**src/hdl/hex_dump_line_formatter_macros.svh**
```systemverilog
// Assertion macros for the hex-dump line formatter.
// Expects signals named clk and rst_n in the scope of each use.
`ifndef HEX_DUMP_LINE_FORMATTER_MACROS_SVH
`define HEX_DUMP_LINE_FORMATTER_MACROS_SVH
`ifndef SYNTHESIS
`define HDLF_ASSERT_SAME(label, pre, post) \
    label: assert property (@(posedge clk) disable iff (!rst_n) (pre) |-> (post)) \
        else $error("hex dump formatter assertion failed");
`define HDLF_ASSERT_NEXT(label, pre, post) \
    label: assert property (@(posedge clk) disable iff (!rst_n) (pre) |=> (post)) \
        else $error("hex dump formatter assertion failed");
`else
`define HDLF_ASSERT_SAME(label, pre, post)
`define HDLF_ASSERT_NEXT(label, pre, post)
`endif
`endif

```
**src/hdl/hdlf_pkg.sv**
```systemverilog
// Package for the hex-dump line formatter: payload types, command and status
// structs, character constants and character helper functions. No dependencies.
package hdlf_pkg;

    localparam logic [7:0] CH_SPACE = 8'h20;
    localparam logic [7:0] CH_DOT   = 8'h2e;
    localparam logic [7:0] CH_BAR   = 8'h7c;
    localparam logic [7:0] CH_NL    = 8'h0a;
    localparam logic [7:0] CH_ZERO  = 8'h30;
    localparam logic [7:0] CH_LOW_A = 8'h61;
    localparam logic [7:0] PRINT_LO = 8'h1f;
    localparam logic [7:0] PRINT_HI = 8'h7f;
    localparam logic [31:0] LINE_STEP = 32'd16;

    typedef struct packed {
        logic [7:0] data_byte;
        logic       last_byte;
    } in_item_t;

    typedef struct packed {
        logic [7:0] out_char;
        logic       run_last;
    } out_item_t;

    typedef enum logic [2:0] {
        SEL_ADDR,
        SEL_SPACE,
        SEL_HI,
        SEL_LO,
        SEL_BAR,
        SEL_ASCII,
        SEL_NL
    } char_sel_t;

    typedef struct packed {
        logic      load;
        logic      emit;
        char_sel_t sel;
        logic [2:0] nib;
        logic [3:0] idx;
        logic      run_last;
        logic      col_inc;
        logic      line_done;
    } cmd_t;

    typedef struct packed {
        logic [3:0] col;
        logic       last;
        logic       slot_free;
    } status_t;

    function automatic logic [7:0] hex_char(input logic [3:0] n);
        logic [7:0] c;
        if (n < 4'd10)
        begin
            c = CH_ZERO + {4'b0000, n};
        end
        else
        begin
            c = CH_LOW_A + {4'b0000, n} - 8'd10;
        end
        return c;
    endfunction

    function automatic logic [7:0] show_char(input logic [7:0] b);
        logic [7:0] c;
        if (b > PRINT_LO && b < PRINT_HI)
        begin
            c = b;
        end
        else
        begin
            c = CH_DOT;
        end
        return c;
    endfunction

endpackage

```
**src/hdl/hex_dump_line_formatter.sv**
```systemverilog
// Top level of the hex-dump line formatter: joins controller and datapath.
// Depends on hdlf_pkg, hdlf_ctrl, hdlf_datapath and the assertion macro header.
//
//   Channel  Handshake             Payload
//   input    in_valid / in_ready   in_data   (data_byte, last_byte)
//   output   out_valid / out_ready out_data  (out_char, run_last)
//   config   cfg_we                cfg_wdata (start_address)
//
// Each request is accepted, then causes 3 to 64 characters, passed out through the
// single-character output register.
// Reset clears the column and loads line address zero; no clearing pass is run.
// A low out_ready holds the controller; the next request is accepted while the
// last character of the previous one still waits in the output register.
`include "hex_dump_line_formatter_macros.svh"

module hex_dump_line_formatter
(
    input  logic                clk,
    input  logic                rst_n,
    input  logic                in_valid,
    output logic                in_ready,
    input  hdlf_pkg::in_item_t  in_data,
    output logic                out_valid,
    input  logic                out_ready,
    output hdlf_pkg::out_item_t out_data,
    input  logic                cfg_we,
    input  logic [31:0]         cfg_wdata
);

    hdlf_pkg::cmd_t    cmd;
    hdlf_pkg::status_t status;

    hdlf_ctrl u_ctrl
    (
        .clk      (clk),
        .rst_n    (rst_n),
        .in_valid (in_valid),
        .in_ready (in_ready),
        .status   (status),
        .cmd      (cmd)
    );

    hdlf_datapath u_datapath
    (
        .clk       (clk),
        .rst_n     (rst_n),
        .in_data   (in_data),
        .cfg_we    (cfg_we),
        .cfg_wdata (cfg_wdata),
        .cmd       (cmd),
        .status    (status),
        .out_valid (out_valid),
        .out_ready (out_ready),
        .out_data  (out_data)
    );

    `HDLF_ASSERT_NEXT(a_one_request, in_valid && in_ready, !in_ready)
    `HDLF_ASSERT_SAME(a_newline_ends, out_valid && out_data.out_char == hdlf_pkg::CH_NL, out_data.run_last)
    `HDLF_ASSERT_NEXT(a_line_resets_col, cmd.line_done, status.col == 4'd0)

endmodule

```
**src/hdl/hdlf_ctrl.sv**
```systemverilog
// Controller of the hex-dump line formatter: sequences the characters of one request.
// Depends on hdlf_pkg for the command and status structs.
module hdlf_ctrl
(
    input  logic              clk,
    input  logic              rst_n,
    input  logic              in_valid,
    output logic              in_ready,
    input  hdlf_pkg::status_t status,
    output hdlf_pkg::cmd_t    cmd
);

    typedef enum logic [8:0] {
        S_IDLE  = 9'b000000001,
        S_ADDR  = 9'b000000010,
        S_SEP   = 9'b000000100,
        S_HEX   = 9'b000001000,
        S_PAD   = 9'b000010000,
        S_OPEN  = 9'b000100000,
        S_ASCII = 9'b001000000,
        S_CLOSE = 9'b010000000,
        S_NL    = 9'b100000000
    } state_t;

    state_t     state_reg, state_next;
    logic [2:0] cnt_reg, cnt_next;
    logic [3:0] idx_reg, idx_next;
    logic       close_line;
    logic       hex_gap;
    logic       pad_gap;

    assign close_line = (status.col == 4'd15) || status.last;
    assign hex_gap    = (status.col == 4'd7) || (status.col == 4'd15);
    assign pad_gap    = (idx_reg == 4'd7) || (idx_reg == 4'd15);
    assign in_ready   = (state_reg == S_IDLE);

    always_comb
    begin
        state_next   = state_reg;
        cnt_next     = cnt_reg;
        idx_next     = idx_reg;
        cmd          = '0;
        cmd.sel      = hdlf_pkg::SEL_SPACE;
        cmd.nib      = 3'd7 - cnt_reg;
        cmd.idx      = idx_reg;
        case (state_reg)
            S_IDLE:
            begin
                if (in_valid)
                begin
                    cmd.load   = 1'b1;
                    cnt_next   = 3'd0;
                    state_next = (status.col == 4'd0) ? S_ADDR : S_HEX;
                end
            end
            S_ADDR:
            begin
                cmd.sel = hdlf_pkg::SEL_ADDR;
                if (status.slot_free)
                begin
                    cmd.emit = 1'b1;
                    if (cnt_reg == 3'd7)
                    begin
                        cnt_next   = 3'd0;
                        state_next = S_SEP;
                    end
                    else
                    begin
                        cnt_next = cnt_reg + 3'd1;
                    end
                end
            end
            S_SEP:
            begin
                if (status.slot_free)
                begin
                    cmd.emit = 1'b1;
                    if (cnt_reg == 3'd1)
                    begin
                        cnt_next   = 3'd0;
                        state_next = S_HEX;
                    end
                    else
                    begin
                        cnt_next = cnt_reg + 3'd1;
                    end
                end
            end
            S_HEX:
            begin
                if (cnt_reg == 3'd0)
                begin
                    cmd.sel = hdlf_pkg::SEL_HI;
                end
                else if (cnt_reg == 3'd1)
                begin
                    cmd.sel = hdlf_pkg::SEL_LO;
                end
                if (status.slot_free)
                begin
                    cmd.emit = 1'b1;
                    if ((cnt_reg == 3'd2 && !hex_gap) || cnt_reg == 3'd3)
                    begin
                        cnt_next = 3'd0;
                        if (!close_line)
                        begin
                            cmd.run_last = 1'b1;
                            cmd.col_inc  = 1'b1;
                            state_next   = S_IDLE;
                        end
                        else if (status.col == 4'd15)
                        begin
                            state_next = S_OPEN;
                        end
                        else
                        begin
                            idx_next   = status.col + 4'd1;
                            state_next = S_PAD;
                        end
                    end
                    else
                    begin
                        cnt_next = cnt_reg + 3'd1;
                    end
                end
            end
            S_PAD:
            begin
                if (status.slot_free)
                begin
                    cmd.emit = 1'b1;
                    if ((cnt_reg == 3'd2 && !pad_gap) || cnt_reg == 3'd3)
                    begin
                        cnt_next = 3'd0;
                        if (idx_reg == 4'd15)
                        begin
                            state_next = S_OPEN;
                        end
                        else
                        begin
                            idx_next = idx_reg + 4'd1;
                        end
                    end
                    else
                    begin
                        cnt_next = cnt_reg + 3'd1;
                    end
                end
            end
            S_OPEN:
            begin
                cmd.sel = hdlf_pkg::SEL_BAR;
                if (status.slot_free)
                begin
                    cmd.emit   = 1'b1;
                    idx_next   = 4'd0;
                    state_next = S_ASCII;
                end
            end
            S_ASCII:
            begin
                cmd.sel = hdlf_pkg::SEL_ASCII;
                if (status.slot_free)
                begin
                    cmd.emit = 1'b1;
                    if (idx_reg == status.col)
                    begin
                        state_next = S_CLOSE;
                    end
                    else
                    begin
                        idx_next = idx_reg + 4'd1;
                    end
                end
            end
            S_CLOSE:
            begin
                cmd.sel = hdlf_pkg::SEL_BAR;
                if (status.slot_free)
                begin
                    cmd.emit   = 1'b1;
                    state_next = S_NL;
                end
            end
            S_NL:
            begin
                cmd.sel = hdlf_pkg::SEL_NL;
                if (status.slot_free)
                begin
                    cmd.emit      = 1'b1;
                    cmd.run_last  = 1'b1;
                    cmd.line_done = 1'b1;
                    state_next    = S_IDLE;
                end
            end
            default:
            begin
                state_next = S_IDLE;
            end
        endcase
    end

    always_ff @(posedge clk or negedge rst_n)
    begin
        if (!rst_n)
        begin
            state_reg <= S_IDLE;
            cnt_reg   <= 3'd0;
            idx_reg   <= 4'd0;
        end
        else
        begin
            state_reg <= state_next;
            cnt_reg   <= cnt_next;
            idx_reg   <= idx_next;
        end
    end

endmodule

```
**src/hdl/hdlf_datapath.sv**
```systemverilog
// Datapath of the hex-dump line formatter: byte and line registers, ASCII column
// store, character selection and the output register. Depends on hdlf_pkg.
module hdlf_datapath
(
    input  logic                clk,
    input  logic                rst_n,
    input  hdlf_pkg::in_item_t  in_data,
    input  logic                cfg_we,
    input  logic [31:0]         cfg_wdata,
    input  hdlf_pkg::cmd_t      cmd,
    output hdlf_pkg::status_t   status,
    output logic                out_valid,
    input  logic                out_ready,
    output hdlf_pkg::out_item_t out_data
);

    logic [7:0]  byte_reg;
    logic        last_reg;
    logic [3:0]  col_reg, col_next;
    logic [31:0] line_addr_reg, line_addr_next;
    logic        out_valid_reg, out_valid_next;
    logic [7:0]  out_char_reg;
    logic        out_last_reg;
    logic [7:0]  store [16];
    logic [7:0]  char_next;

    always_comb
    begin
        case (cmd.sel)
            hdlf_pkg::SEL_ADDR:  char_next = hdlf_pkg::hex_char(line_addr_reg[{cmd.nib, 2'b00} +: 4]);
            hdlf_pkg::SEL_HI:    char_next = hdlf_pkg::hex_char(byte_reg[7:4]);
            hdlf_pkg::SEL_LO:    char_next = hdlf_pkg::hex_char(byte_reg[3:0]);
            hdlf_pkg::SEL_BAR:   char_next = hdlf_pkg::CH_BAR;
            hdlf_pkg::SEL_NL:    char_next = hdlf_pkg::CH_NL;
            default:             char_next = hdlf_pkg::CH_SPACE;
        endcase
    end

    always_comb
    begin
        col_next       = col_reg;
        line_addr_next = line_addr_reg;
        if (cmd.col_inc)
        begin
            col_next = col_reg + 4'd1;
        end
        if (cmd.line_done)
        begin
            col_next       = 4'd0;
            line_addr_next = line_addr_reg + hdlf_pkg::LINE_STEP;
        end
        if (cfg_we)
        begin
            line_addr_next = cfg_wdata;
        end
        if (cmd.emit)
        begin
            out_valid_next = 1'b1;
        end
        else if (out_ready)
        begin
            out_valid_next = 1'b0;
        end
        else
        begin
            out_valid_next = out_valid_reg;
        end
    end

    always_ff @(posedge clk or negedge rst_n)
    begin
        if (!rst_n)
        begin
            col_reg       <= 4'd0;
            line_addr_reg <= 32'd0;
            out_valid_reg <= 1'b0;
        end
        else
        begin
            col_reg       <= col_next;
            line_addr_reg <= line_addr_next;
            out_valid_reg <= out_valid_next;
        end
    end

    always_ff @(posedge clk)
    begin
        if (cmd.load)
        begin
            byte_reg       <= in_data.data_byte;
            last_reg       <= in_data.last_byte;
            store[col_reg] <= hdlf_pkg::show_char(in_data.data_byte);
        end
        if (cmd.emit)
        begin
            if (cmd.sel == hdlf_pkg::SEL_ASCII)
            begin
                out_char_reg <= store[cmd.idx];
            end
            else
            begin
                out_char_reg <= char_next;
            end
            out_last_reg <= cmd.run_last;
        end
    end

    assign status.col       = col_reg;
    assign status.last      = last_reg;
    assign status.slot_free = !out_valid_reg || out_ready;

    assign out_valid         = out_valid_reg;
    assign out_data.out_char = out_char_reg;
    assign out_data.run_last = out_last_reg;

endmodule
```
**config.mk**
```make
export PLATFORM = sky130hd
export DESIGN_NAME = hex_dump_line_formatter
export DESIGN_NICKNAME = d
export VERILOG_FILES = /design/src/hdl/hdlf_pkg.sv /design/src/hdl/hex_dump_line_formatter.sv /design/src/hdl/hdlf_ctrl.sv /design/src/hdl/hdlf_datapath.sv
export VERILOG_INCLUDE_DIRS = /design/src /design/src/hdl
export SDC_FILE = /design/constraint.sdc
export NUM_CORES = 1
export LEC_CHECK = 0
export CORE_UTILIZATION = 50
export DETAILED_ROUTE_END_ITERATION = 6
export DONT_BUFFER_PORTS = 1
export PLACE_DENSITY = 0.74
export SLEW_MARGIN = 20
export SYNTH_ARGS = -nofsm -noshare
export SYNTH_HDL_FRONTEND = slang
export SYNTH_SLANG_ARGS = --single-unit
export TNS_END_PERCENT = 5
```
**constraint.sdc**
```tcl
create_clock -name clk -period 2.9 [get_ports clk]
set_clock_uncertainty 0.1 [all_clocks]
set_input_delay 0.87 -clock clk [delete_from_list [all_inputs] [get_ports clk]]
set_output_delay 0.87 -clock clk [all_outputs]
set_load 0.01 [all_outputs]
```
After elaboration in Yosys (flattened, before gate mapping)
Memories as Yosys holds them, arrays and structs flattened.
Cells that the tools add are included.
- flip-flop bits (word level): 71
- bits in writable memories: 128
- memories: 1
- word-level logic and storage cells: 166
- output and inout port bits: 11
- input port bits: 46
- memory list (memory ; words ; width ; read ports ; clocked after memory_dff ; write ports ; line ; text):
    u_datapath.store ; 16 ; 8 ; 1 ; 0 ; 1 ; hdlf_datapath.sv:24 ; logic [7:0] store [16];
- add/sub/neg operators: 14
- shift operators: 1
- reduce and logical (&&, ||, !) cells: 25
- mux-type cells: 68
- equal/unequal tests: 42
- order comparisons: 5
- operator list (cell ; number):
    $mux 9 ; 16
    $pmux 9 s9 ; 1
    $mux 32 ; 2
    $mux 4 ; 13
    $mux 8 ; 6
    $pmux 8 s5 ; 1
    $add 32x5->32 const B ; 1
    $shiftx 32x6->4 ; 1
    $mux 3 ; 10
    $pmux 3 s5 ; 2
    $add 7x4->8 const A ; 3
    $ne 2x2->1 const B ; 12
    $sub 8x4->8 const B ; 3
    $add 6x4->7 const A ; 3
    $pmux 4 s4 ; 1
    $reduce_and 15->1 ; 1
    $ne 2x1->1 const B ; 7
    $eq 3x2->1 const B ; 4
    $eq 3x3->1 const B ; 4
    $lt 4x4->1 const B ; 3
    $reduce_and 11->1 ; 1
    $mux 1 ; 10
    $eq 9x1->1 const B ; 1
    $eq 9x2->1 const B ; 1
    30 further kinds ; 48

Longest topological paths before layout
Gate-level depths: netlist of the first run.
- word-level depth: 10
- depth in mapped cells: 10
- depth with buffers taken out: 8

Hierarchy
From an unflattened synthesis of the first run, not the netlist that was laid out.
- cells, all modules: 708
- area, all modules: 9758.1 um^2
- modules (own cells, without submodules) (module ; cells an instance ; instances ; area each (um^2)):
    hdlf_datapath ; 538 ; 1 ; 8271.7
    hdlf_ctrl ; 170 ; 1 ; 1486.4

Least setup slack after synthesis of the first run
Ideal clock, no wire load.
- kind: reg2reg
- start point: register u_ctrl.state_reg[7]
- end point: memory u_datapath.store[3][0] (enable)
- arrival: 2.478 ns
- path slack: -0.076 ns
- setup time: 0.398 ns
- cell stages (with the launch flop): 8
- cells stage by stage: dfrtp_1 > buf_2 > nor4_4 > nand4_1 > inv_1 > nand2_1 > buf_2 > nor4b_1
- cells in the longest elaborated chain, start to end: 4
- ends and longest elaborated chain (item ; line ; text):
    start: declaration ; hdlf_ctrl.sv:25 ; state_t state_reg, state_next;
    start signal: assignment ; hdlf_ctrl.sv:213 ; state_reg <= state_next;
    $eq 9x1->1 ; -- ;
    net in_ready ; hex_dump_line_formatter.sv:21 ; output logic in_ready,
    $mux 1 ; hdlf_ctrl.sv:46 ; case (state_reg)
    $mux 1 ; hdlf_datapath.sv:88 ; if (cmd.load)
    $mux 1 (implied by the code) ; hdlf_datapath.sv:92 ; store[col_reg] <= hdlf_pkg::show_char(in_data.data_byte);
    end: declaration ; hdlf_datapath.sv:24 ;
The timed path passes the listed nets, and every way through them passes these cells.

Worst setup path in the final report of the first run
- start point: register u_ctrl.idx_reg[1]
- end point: register u_datapath.out_char_reg[2], data pin
- cells in the longest elaborated chain, start to end: 2
- ends and longest elaborated chain (item ; line ; text):
    start: declaration ; hdlf_ctrl.sv:27 ; logic [3:0] idx_reg, idx_next;
    start signal: assignment ; hdlf_ctrl.sv:215 ; idx_reg <= idx_next;
    $mem_v2 16x8 ; -- ;
    $mux 8 ; hdlf_datapath.sv:96 ; if (cmd.sel == hdlf_pkg::SEL_ASCII)
    end signal: assignment ; hdlf_datapath.sv:98 ; out_char_reg <= store[cmd.idx];
    end signal: assignment ; hdlf_datapath.sv:102 ; out_char_reg <= char_next;
    end: declaration ; hdlf_datapath.sv:22 ; logic [7:0] out_char_reg;
Every way passes these cells.
A chain may end at the register's enable or synchronous reset.

==> results of run 1 <==
==> layout by cell type, fill, tap and decap left out, types with 6 or more instances in the layout <==
cell type	n
edfxtp_1	146
nand2_1	68
dfrtp_1	51
buf_4	43
nor2_1	41
mux4_2	40
xor2_1	29
o21ai_0	25
nand3_1	23
inv_1	20
a21oi_1	17
nand4_1	17
clkbuf_16	17
xnor2_1	16
conb_1	16
o21ai_1	15
ha_1	15
mux2i_1	13
nor3_1	13
and3_1	12
nor2b_1	9
o211ai_1	8
and2_1	8
nand2b_1	8
mux2_2	6
a22oi_1	6
==> cells by family after synthesis <==
kind of cell | Yosys count | synth area share
DFF | 199 | 0.583
muxes | 65 | 0.119
other | 1 | 0.000383
adders and majority gates | 15 | 0.0192
xor gates and xnor gates | 45 | 0.0402
and+or+nand+nor | 241 | 0.133
AOI/OAI and AO/OA | 118 | 0.0788
buffers and inverters | 60 | 0.0263
==> metal layers <==
| layer | share of wire | track usage | wire length (um) | vias up |
|---|---|---|---|---|
| met2 | 0.47 | 0.370 | 10900 | 271 |
| met1 | 0.43 | 0.333 | 10000 | 3246 |
| li1 | - | - | - | 2889 |
| met5 | 0 | 0 | 0 | - |
| met3 | 0.076 | 0.0622 | 1770 | 53 |
| met4 | 0.027 | 0.0956 | 633 | 0 |
==> where the power goes <==
group	internal [W]	total, W	switching, W
Clock	0.00116	0.00234	0.00118
Sequential	0.00328	0.00361	0.000327
Combinational	0.00106	0.00226	0.00120
Total	0.00551	0.00822	0.00271
==> critical path, stage by stage, from the launching register on <==
cell and delay (ns):
dfrtp_1 0.74, mux2_2 0.43, o311ai_0 0.56, buf_4 0.21, o22ai_1 0.05, o21ai_0 0.27, o211ai_1 0.14
==> cell type report <==
type	count	area, um^2	area share
Timing Repair Buffer	48	393	0.0357
Sequential cell	199	5710	0.519
Tap cell	260	325	0.0296
Clock inverter	13	153	0.0139
Clock buffer	19	433	0.0394
Multi-Input combinational cell	500	3900	0.354
Inverter	22	82.6	0.00751
==> final timing paths <==
path | cells past startpoint | endpoint | start | slack [ns]
max | 6 | u_datapath.out_char_reg[2] | u_ctrl.idx_reg[1] | 0.13
min | 0 | u_datapath.line_addr_reg[31] | rst_n | 0.02
max reg2reg | 6 | u_datapath.out_char_reg[2] | u_ctrl.idx_reg[1] | 0.13
min reg2reg | 1 | u_datapath.line_addr_reg[1] | u_datapath.line_addr_reg[1] | 0.43
max in group asynchronous | 1 | u_datapath.line_addr_reg[18] | rst_n | 1.28
min in group clk | 1 | u_datapath.line_addr_reg[13] | cfg_we | 0.42
==> what timing repair did <==
| action | 4_1_cts | 5_1_grt |
|---|---|---|
| hold buffers | 0 | 3 |
| hold endpoints to repair | 0 | 5 |
| setup endpoints to repair | 0 | 0 |
| setup buffers | 0 | 0 |
==> through the flow <==
| stage | setup TNS (ns) | std cells | hold WS, ns | power [W] | instance area, um^2 |
|---|---|---|---|---|---|
| 2_1_floorplan | -0.227 | 759 | 0.375 | 0.00518 | 9860 |
| 5_1_grt | 0 | 1061 | 0.000853 | 0.00856 | 11000 |
| 4_1_cts | 0 | 1058 | 0.00360 | 0.00821 | 11000 |
| 6_report | 0 | 1061 | 0.0224 | 0.00822 | 11000 |
| 3_3_place_gp | 0 | 1026 | 0.420 | 0.00584 | 10400 |
| 3_5_place_dp | 0 | 1026 | 0.414 | 0.00588 | 10400 |
==> flow_summary.toml, run 1 <==
[status]
run_status = "finished clean"

[sta]
max_freq_mhz = 361
fin_crit_sh = 0.956
max_slew_margin = 0.427
setup_viol = 0
rsz0062_at_grt = "false"
setup_ws_ns = 0.128
drv_slew = 0
hold_viol_final = 0
tightest_slew_ns = 0.857
period_needed_ns = 2.77

[grt]
grt_max_degree = 62
antenna_found_initial = 0
grt_pass1_wl_um = 35900
overflow = 0
grt_usage = 0.242
grt_pass1_vias = 6409

[pwr]
power_density_nw_per_um2 = 747
cellLeakagePower_nw = 4.02
ir_worst_vdd_mv = 0.437

[logic_synthesis]
async_reset_ff_frac = 0.266
synth_most_common_cell = "edfxtp_1"
ys_ff_latch = 199
synth.avg_cell_area_um2 = 13.2
synthTopCellsByArea = "edfxtp_1 (45%), dfrtp_1 (13%), mux4_2 (9.2%), nand2_1 (2.6%), xor2_1 (2.6%)"
ys_warn_count = 0
netlist_area_um2 = 9800
synth_edf_count = 146
synth_top_area_share = 0.447
synth_common_cells = "edfxtp_1 (146), nand2_1 (68), dfrtp_1 (52)"
postSynthCellCount = 744
synth_top_area_cell = "edfxtp_1"
ys_seq_area_frac = 0.583
synth_ff_type = "edfxtp_1"
synth.distinct_cells = 79

[run]
max_cap_violations = 0

[drt]
drt_wl_total_um = 23300
drc_errors = 0
firstDrtPassIters = 7
vias = 6459
wire_per_inst_um = 22.0
ant_nets = 0
initialDrtViolationCount = 619
avgViaCountPerCell = 6.09

[cells_and_area]
drive_gt1_frac = 0.190
fillCellCount = 1493
n_antenna_cell = 0
final_util = 0.580
largest_register_ffs = 128
nets = 849
areaGrowthSynthToFinish_pct = 12.2

[clocking]
insertion_delay_ns = 0.44
clock-root-buffer = "clkbuf_16"
path_clk_slew_ns = 0.08
htreeDepth = 4
cts_made_buffers = 17
cts.sink_count = 199
tritoncts = "built"
cts_buffer_depth = 2
cts_resized = 0

[placement]
preCtsSetupSlack_ns = 0.235
port_buffers = 0
dp_hpwl_um = 16600
place_congestion = 0.968

[die]
ioPinCount = 57
start_util = 0.517
die_x_um = 142
die_area_um2 = 20200
coreArea_um2 = 19000
num_rows = 50
die-height_um = 142

[critical_path]
worstPathArrival_ns = 2.85
startpoint_type = "register"
endpoint_kind = "register"
crit_type = "register to register"
worstPathRequired_ns = 2.98
crit_fanout = 10

[hold_path]
hold_class = "input port to async pin"
Note: power is estimated with default switching activity, not from simulation.
==> inputs of run 2 (changes only) <==
--- a/config.mk
+++ b/config.mk
@@ -9,7 +9,7 @@
 export CORE_UTILIZATION = 50
 export DETAILED_ROUTE_END_ITERATION = 6
 export DONT_BUFFER_PORTS = 1
-export PLACE_DENSITY = 0.74
+export PLACE_DENSITY = 0.77
 export SLEW_MARGIN = 20
 export SYNTH_ARGS = -nofsm -noshare
 export SYNTH_HDL_FRONTEND = slang
==> run 2 against run 1 <==
- combinational power is 4% higher
- hold slack better by 0.10 ns
- non-clock buffer count is 1 lower
- largest power group unchanged
- worst setup slack better by 0.021 ns
- count of clock-buffer cells in the layout is 2 lower
- via count is 0.65% lower
==> flow_summary.toml, run 2 (synthesis gave the netlist of run 1 again) <==
[clocking]
cts_buffer_depth = 2
path_clk_slew_ns = 0.09
cts.sink_count = 199
htreeDepth = 4
cts_resized = 0
insertion_delay_ns = 0.45
clock-root-buffer = "clkbuf_16"
tritoncts = "built"
post_cts_buffers = 0
hold_buffers = 1
cts_made_buffers = 17

[placement]
dpl-instance-area_um2 = 10400
dp_hpwl_um = 15900
dp.cells = 1024
port_buffers = 0
place_congestion = 0.928

[cells_and_area]
mostFrequentLayoutCells = "edfxtp_1 (146), nand2_1 (68), dfrtp_1 (51)"
n_antenna_cell = 0
areaGrowthSynthToFinish_pct = 13.3
fillCellCount = 1444
nets = 848
largest_register_ffs = 128
final_common_cell = "edfxtp_1"
layout.cells.non_filler = 1060
drive_gt1_frac = 0.191
final_cell_area_um2 = 11100

[critical_path]
ff2ff_setup_slack_ns = 0.23
crit_fanout = 7
worstPathRequired_ns = 1.93
r2r_start = "u_ctrl.state_reg[3]"
rr_worst_depth = 7
cp-startpoint = "u_ctrl.state_reg[2]"
worstPathArrival_ns = 1.78
startpoint_type = "register"
endpoint_kind = "output pin"
crit_type = "register to output pin"

[drt]
drt_wl_total_um = 23100
drc_errors = 0
ant_nets = 0
vias = 6417
firstDrtPassIters = 7
avgViaCountPerCell = 6.05
wire_per_inst_um = 21.8
initialDrtViolationCount = 727

[die]
ioPinCount = 57
die_area_um2 = 20200
die_x_um = 142
num_rows = 50
coreArea_um2 = 19000
start_util = 0.517
die-height_um = 142

[hold_path]
hold_class = "input port to async pin"

[grt]
overflow = 0
antenna_found_initial = 0
grt_usage = 0.242
grt_pass1_wl_um = 36100
grt_pass1_vias = 6378
grt_max_degree = 62

[sta]
final.setup.tns_ns = 0
rsz0062_at_grt = "false"
hold_viol_final = 0
max_freq_mhz = 363
max_slew_margin = 0.370
fin_crit_sh = 0.949
setup_viol = 0
period_needed_ns = 2.75
drv_slew = 0
tightest_slew_ns = 0.942

[status]
run_status = "finished clean"

[pwr]
cellLeakagePower_nw = 4.06
ir_worst_vdd_mv = 0.477
clkPwrFrac = 0.307
share_comb_of_total_power = 0.276
power_density_nw_per_um2 = 770
swShare = 0.341
p_int_w = 0.00563
netSwitchingPower_w = 0.00292
power_frac_seq = 0.417

[run]
max_cap_violations = 0
==> run 2: final cells by class <==
cell class | instances | area, um^2 | share of cell area
Sequential cell | 199 | 5710 | 0.514
Inverter | 22 | 82.6 | 0.00744
Multi-Input combinational cell | 500 | 3900 | 0.351
Clock buffer | 17 | 425 | 0.0383
Tap cell | 260 | 325 | 0.0293
Clock inverter | 15 | 250 | 0.0225
Timing Repair Buffer | 47 | 410 | 0.0370
==> run 2: path summary, 6_finish.rpt <==
check	endpoint
worst min-delay path	u_datapath.line_addr_reg[31]
min in group clk	u_datapath.last_reg
worst max register to register	u_datapath.out_char_reg[2]
worst max-delay path	in_ready
worst min register to register	u_datapath.line_addr_reg[2]
max in group asynchronous	u_datapath.line_addr_reg[18]
==> run 2: power groups by stage <==
stage / registers (W) / logic (W) / clock network, W
finish: 0.00356 / 0.00236 / 0.00263
global route: 0.00360 / 0.00252 / 0.00276
CTS: 0.00356 / 0.00232 / 0.00263
detailed placement: 0.00362 / 0.00228 / 0
global placement: 0.00362 / 0.00226 / 0
floorplan: 0.00347 / 0.00171 / 0
==> run 2: metrics by stage <==
stage	hold WS (ns)	total power, W	setup WS, ns	util
floorplan	0.375	0.00518	-0.0283	-
global placement	0.416	0.00588	0.268	0.548
detailed placement	0.416	0.00590	0.266	0.548
CTS	0.00152	0.00851	0.181	0.584
global route	0.117	0.00888	0.0625	0.586
finish	0.122	0.00855	0.149	0.586
==> run 2: per-layer routing <==
layer,GRT usage,up-vias,share of wire
li1,-,2879,-
met1,0.325,3194,0.42
met2,0.401,303,0.49
met3,0.0498,41,0.078
met4,0.0679,0,0.018
met5,0,-,0
==> run 2: worst max-delay path: stages (launching register included) <==
cell and delay (ns):
dfrtp_1 0.46, buf_4 0.20, nor2_1 0.23, nand4_1 0.16
inv_1 0.14, buf_4 0.15
